<file path="config.mk">
export PLATFORM = sky130hd
export DESIGN_NAME = gasp_cfg
export DESIGN_NICKNAME = d
export VERILOG_FILES = /design/src/rtl/core/assert_macros.svh /design/src/rtl/core/gasp_pkg.sv /design/src/rtl/core/gasp_cfg.sv
export SDC_FILE = /design/constraint.sdc
export NUM_CORES = 1
export LEC_CHECK = 0
export BUFFER_PORTS_ARGS = -buffer_cell sky130_fd_sc_hd__buf_2
export CAP_MARGIN = 20
export CORE_MARGIN = 1
export CORE_UTILIZATION = 37
export DETAILED_ROUTE_END_ITERATION = 10
export PLACE_DENSITY = 0.87
export SLEW_MARGIN = 30
export SYNTH_ARGS = -nofsm -noshare
export SYNTH_HDL_FRONTEND = slang
export SYNTH_SLANG_ARGS = --single-unit
</file>
<file path="constraint.sdc">
create_clock -name clk -period 1.4 [get_ports clk]
set_input_delay 0.14 -clock clk [delete_from_list [all_inputs] [get_ports clk]]
set_output_delay 0.14 -clock clk [all_outputs]
set_load 0.005 [all_outputs]
</file>
<file path="src/rtl/core/assert_macros.svh">
// ----------------------------------------------------------------------------
// assert_macros.svh
// Concurrent assertion macros on clk, disabled while arst_n is low.
// ----------------------------------------------------------------------------
`ifndef ASSERT_MACROS_SVH
`define ASSERT_MACROS_SVH

// same-cycle implication
`define ASSERT_IMPLIES(lbl, ante, cons) \
	lbl: assert property (@(posedge clk) disable iff (!arst_n) (ante) |-> (cons)) \
		else $error("assertion failed");

// next-cycle implication
`define ASSERT_NEXT(lbl, ante, cons) \
	lbl: assert property (@(posedge clk) disable iff (!arst_n) (ante) |=> (cons)) \
		else $error("assertion failed");

`endif

</file>
<file path="src/rtl/core/gasp_pkg.sv">
// ----------------------------------------------------------------------------
// gasp_pkg
// Types, codes and cost helpers of the grid A* path search unit.
// ----------------------------------------------------------------------------
package gasp_pkg;

	localparam int DEF_MAX_WIDTH  = 64;
	localparam int DEF_MAX_HEIGHT = 64;

	localparam int COORD_W = 6;
	localparam int CRD_W   = 8;
	localparam int DIM_W   = 9;
	localparam int REG_W   = 7;
	localparam int G_W     = 32;
	localparam int H_W     = 21;
	localparam int COST_W  = 16;

	localparam logic [7:0] STEP_DIAG     = 8'd141;
	localparam logic [7:0] STEP_STRAIGHT = 8'd100;

	localparam logic [1:0] ACT_LOAD   = 2'd0;
	localparam logic [1:0] ACT_SEARCH = 2'd1;
	localparam logic [1:0] ACT_READ   = 2'd2;

	localparam logic [1:0] STAT_LOADED  = 2'd0;
	localparam logic [1:0] STAT_GOAL    = 2'd1;
	localparam logic [1:0] STAT_NEAREST = 2'd2;
	localparam logic [1:0] STAT_PATH    = 2'd3;

	localparam logic [1:0] NODE_UNSEEN = 2'd0;
	localparam logic [1:0] NODE_OPEN   = 2'd1;
	localparam logic [1:0] NODE_CLOSED = 2'd2;

	localparam logic REG_MAP_WIDTH  = 1'b0;
	localparam logic REG_MAP_HEIGHT = 1'b1;

	typedef logic [COORD_W-1:0] coord_t;
	typedef logic [CRD_W-1:0]   crd_t;
	typedef logic [DIM_W-1:0]   dim_t;
	typedef logic [G_W-1:0]     cost_t;
	typedef logic [H_W-1:0]     heur_t;

	typedef struct packed {
		logic [1:0] action;
		coord_t     cell_x;
		coord_t     cell_y;
		logic       passable;
		logic [7:0] slow_factor;
		coord_t     goal_x;
		coord_t     goal_y;
	} req_t;

	typedef struct packed {
		logic [1:0] status;
		logic       step_valid;
		coord_t     step_x;
		coord_t     step_y;
		logic       last;
	} rsp_t;

	typedef struct packed {
		dim_t w;
		dim_t h;
	} dims_t;

	function automatic heur_t octile(crd_t x, crd_t y, crd_t gx, crd_t gy);
		crd_t        dx;
		crd_t        dy;
		crd_t        lo;
		crd_t        hi;
		logic [16:0] s;
		dx = (x > gx) ? x - gx : gx - x;
		dy = (y > gy) ? y - gy : gy - y;
		lo = (dx < dy) ? dx : dy;
		hi = (dx < dy) ? dy : dx;
		s  = 17'(lo) * 17'(STEP_DIAG) + 17'(hi - lo) * 17'(STEP_STRAIGHT);
		return {s, 4'b0000};
	endfunction

	function automatic cost_t sat_add(cost_t a, cost_t b);
		logic [G_W:0] s;
		s = {1'b0, a} + {1'b0, b};
		return s[G_W] ? '1 : s[G_W-1:0];
	endfunction

	function automatic logic dir_left(logic [2:0] d);
		return (d == 3'd0) || (d == 3'd3) || (d == 3'd5);
	endfunction

	function automatic logic dir_right(logic [2:0] d);
		return (d == 3'd2) || (d == 3'd4) || (d == 3'd7);
	endfunction

	function automatic logic dir_up(logic [2:0] d);
		return (d == 3'd0) || (d == 3'd1) || (d == 3'd2);
	endfunction

	function automatic logic dir_down(logic [2:0] d);
		return (d == 3'd5) || (d == 3'd6) || (d == 3'd7);
	endfunction

endpackage

</file>
<file path="src/rtl/core/gasp_cfg.sv">
// ----------------------------------------------------------------------------
// gasp_cfg
// APB register file for map width and height, with clamped dimensions.
// ----------------------------------------------------------------------------
module gasp_cfg #(
	parameter int MAX_WIDTH  = gasp_pkg::DEF_MAX_WIDTH,
	parameter int MAX_HEIGHT = gasp_pkg::DEF_MAX_HEIGHT
) (
	input  logic              clk,
	input  logic              arst_n,
	input  logic              psel,
	input  logic              penable,
	input  logic              pwrite,
	input  logic [2:0]        paddr,
	input  logic [31:0]       pwdata,
	output logic [31:0]       prdata,
	output logic              pready,
	output gasp_pkg::dims_t   dims
);

	logic [gasp_pkg::REG_W-1:0] width_q;
	logic [gasp_pkg::REG_W-1:0] height_q;
	logic                       wr_en;

	assign pready = 1'b1;
	assign wr_en  = psel && penable && pwrite && pready;

	always_ff @(posedge clk or negedge arst_n) begin
		if (!arst_n) begin
			width_q  <= 7'd64;
			height_q <= 7'd64;
		end else if (wr_en) begin
			unique case (paddr[2])
				gasp_pkg::REG_MAP_WIDTH:  width_q  <= pwdata[gasp_pkg::REG_W-1:0];
				gasp_pkg::REG_MAP_HEIGHT: height_q <= pwdata[gasp_pkg::REG_W-1:0];
				default: ;
			endcase
		end
	end

	assign prdata = (paddr[2] == gasp_pkg::REG_MAP_HEIGHT) ? 32'(height_q) : 32'(width_q);

	always_comb begin
		dims.w = gasp_pkg::dim_t'(width_q);
		dims.h = gasp_pkg::dim_t'(height_q);
		if (width_q == '0)
			dims.w = 9'd1;
		else if (32'(width_q) > MAX_WIDTH)
			dims.w = gasp_pkg::dim_t'(MAX_WIDTH);
		if (height_q == '0)
			dims.h = 9'd1;
		else if (32'(height_q) > MAX_HEIGHT)
			dims.h = gasp_pkg::dim_t'(MAX_HEIGHT);
	end

endmodule

</file>
==> results.cfg <==
[status]
outcome = finished, violations left
violations = setup timing

[floorplan]
dieArea_um2 = 2860
initial_core_util_pct = 39.3
num_io_pins = 91
die_h_um = 53.5
core_area_um2 = 2500
fp.dieW_um = 53.5
std_cell_rows = 18

[synth]
synth_top_cell_area_share_pct = 30.6
ys_ff_latch = 14
yosys.area.top_type = dfrtp_1
synthDistinctLibCells = 13
synth_area_leaders = dfrtp_1 31%, mux2_2 24%, buf_4 23%
yosysWarnings = 0
synth.most_common_cell = buf_4
synth_area_um2 = 982
synth_edf_count = 0
yosys-top-cells-count = 30 x buf_4, 21 x mux2_2, 12 x dfrtp_1
seq_area_frac_synth_pct = 35.9
synthArstFlopShare_pct = 100
synth_ff_type = dfrtp_1
syn_inst = 88
synth.avg_cell_area_um2 = 11.2

[worst_setup_path]
worstPathMaxFanout = 2
path_class = reg -> out
cp-start-kind = flop
end_kind = output pin
timing.rr.start = height_q[4]
cp.required_ns = 1.26
cp.arrival_ns = 1.45
crit_path_start = width_q[4]

[layout]
drive_gt1_share_pct = 56.7
area_growth_pct = 19.5
nNetsFinal = 168
antenna_cells = 0
post-route-util_pct = 46.9
n_fill_cell = 247
final_cells = 157

[routing]
wl_um = 1870
num_vias = 670
dr.first_iter.drc_count = 1
wl_per_cell_um = 11.9
detail-route-antenna-nets = 0
drtPass1Iterations = 2
drc = 0
via_per_inst = 4.27

[sta]
fin_hold_ws_ns = 0.101
finalSetupViolations = 2
finalWorstSetupSlack_ns = -0.190
fin_skew_ns = 0
fin_crit_sh_pct = 114
hold_viol_final = 0
period_minus_slack_ns = 1.59
fmax_mhz = 629
fin_setup_tns_ns = -0.352
drv_slew = 0
rsz0062_at_grt = true

[place]
place_hpwl_um = 1380
place.port_buffers = 33
place_inst = 146
gp_congestion = 0.704

[power]
power_w = 0.00144
vdd_drop_max_uv = 762
p_per_area_nw_per_um2 = 1220
leakage_nw = 0.623

[min_path]
min_from = pwdata[4]
hp-class = in -> reg

[global_routing]
use_met3_pct = 1.15
grt_max_degree = 15
grt.met1_usage_pct = 16.3
gr-usage-met2_pct = 23.8
grt_pass1_vias = 574
grt_usage_pct = 13.7
grt-ovfl-total = 0
antenna_found_initial = 0
grt_most_used_layer = met2
grt_pass1_wl_um = 2690

[clocking]
path_clk_slew_ns = 0.08
cts_sinks = 14
cts_buffers = 3
cts_buffer_depth = 2
clk_latency_ns = 0.28
cts_root_buf = clkbuf_4
cts_tree = done
htreeDepth = 1

[flow_run]
cap_violations = 0
==> repair_timing <==
action                                 CTS  global route
hold buffers                             1             0
resized for setup                        3             2
setup buffers                            4             2
pin swaps                                0             0
endpoints found under the hold margin   12             0
setup endpoints to repair                2             3
==> layout by cell type (no fill, tap or decap) <==
cell	instances
buf_2	33
conb_1	30
mux2_2	21
dfrtp_1	12
nor2b_1	10
buf_4	6
clkbuf_4	3
or3_4	2
nand2b_1	2
dfstp_2	2
o41ai_2	1
o41ai_4	1
nand4_2	1
nand4b_4	1
clkbuf_8	1
dlygate4sd3_1	1
==> cells by family after synthesis <==
kind of cell    after synthesis  synth area share, %
mux                          21                 24.1
simple gates                 16                 12.6
flops                        14                 35.9
buf+inv                      33                 24.8
compound gates                2                 1.78
other cells                   2                0.765
==> worst paths after layout <==
path	slack, ns	end	cells after the start
max	-0.19	dims[9]	3
min	0.10	width_q[4]	2
max reg2reg	0.50	height_q[4]	2
min reg2reg	0.54	width_q[0]	1
max in group asynchronous	0.83	height_q[6]	2
min in group asynchronous	0.29	width_q[5]	2
==> sequential cells by signal, summed over array words and instances (netlist names) <==
signal	count
height_q	7
width_q	7
==> where the power goes <==
part	internal [W]	total [W]	leakage, nW	switching [W]
clock network	0.000158	0.000289	0.0210	0.000130
logic	0.000330	0.000540	0.437	0.000210
registers	0.000504	0.000608	0.165	0.000104
==> final cells by class <==
class	count	area, µm²	share of cell area [%]
multi-input cells	69	527	44.9
flip-flops and latches	14	353	30.1
repair buffers	40	220	18.8
well taps	30	37.5	3.20
clock buffers	4	36.3	3.09
==> per-stage QoR <==
stage	instance area, µm²	setup WS (ns)
3_3_place_gp	1050	0.0761
3_5_place_dp	1050	0.0454
6_report	1170	-0.190
4_1_cts	1140	-0.186
2_1_floorplan	1090	0.243
5_1_grt	1170	-0.231
==> layer usage <==
metal | up-vias | share of wire, %
met5 | - | 0
met4 | 0 | 1.6
met3 | 4 | 6.0
met2 | 46 | 51
met1 | 305 | 42
li1 | 315 | -
==> critical path, cell delays in order, from the launching register on <==
cell     delay (ns)
dfrtp_1        0.40
or3_4          0.38
o41ai_4        0.23
buf_2          0.16
Power figures use the tool's default switching activity.
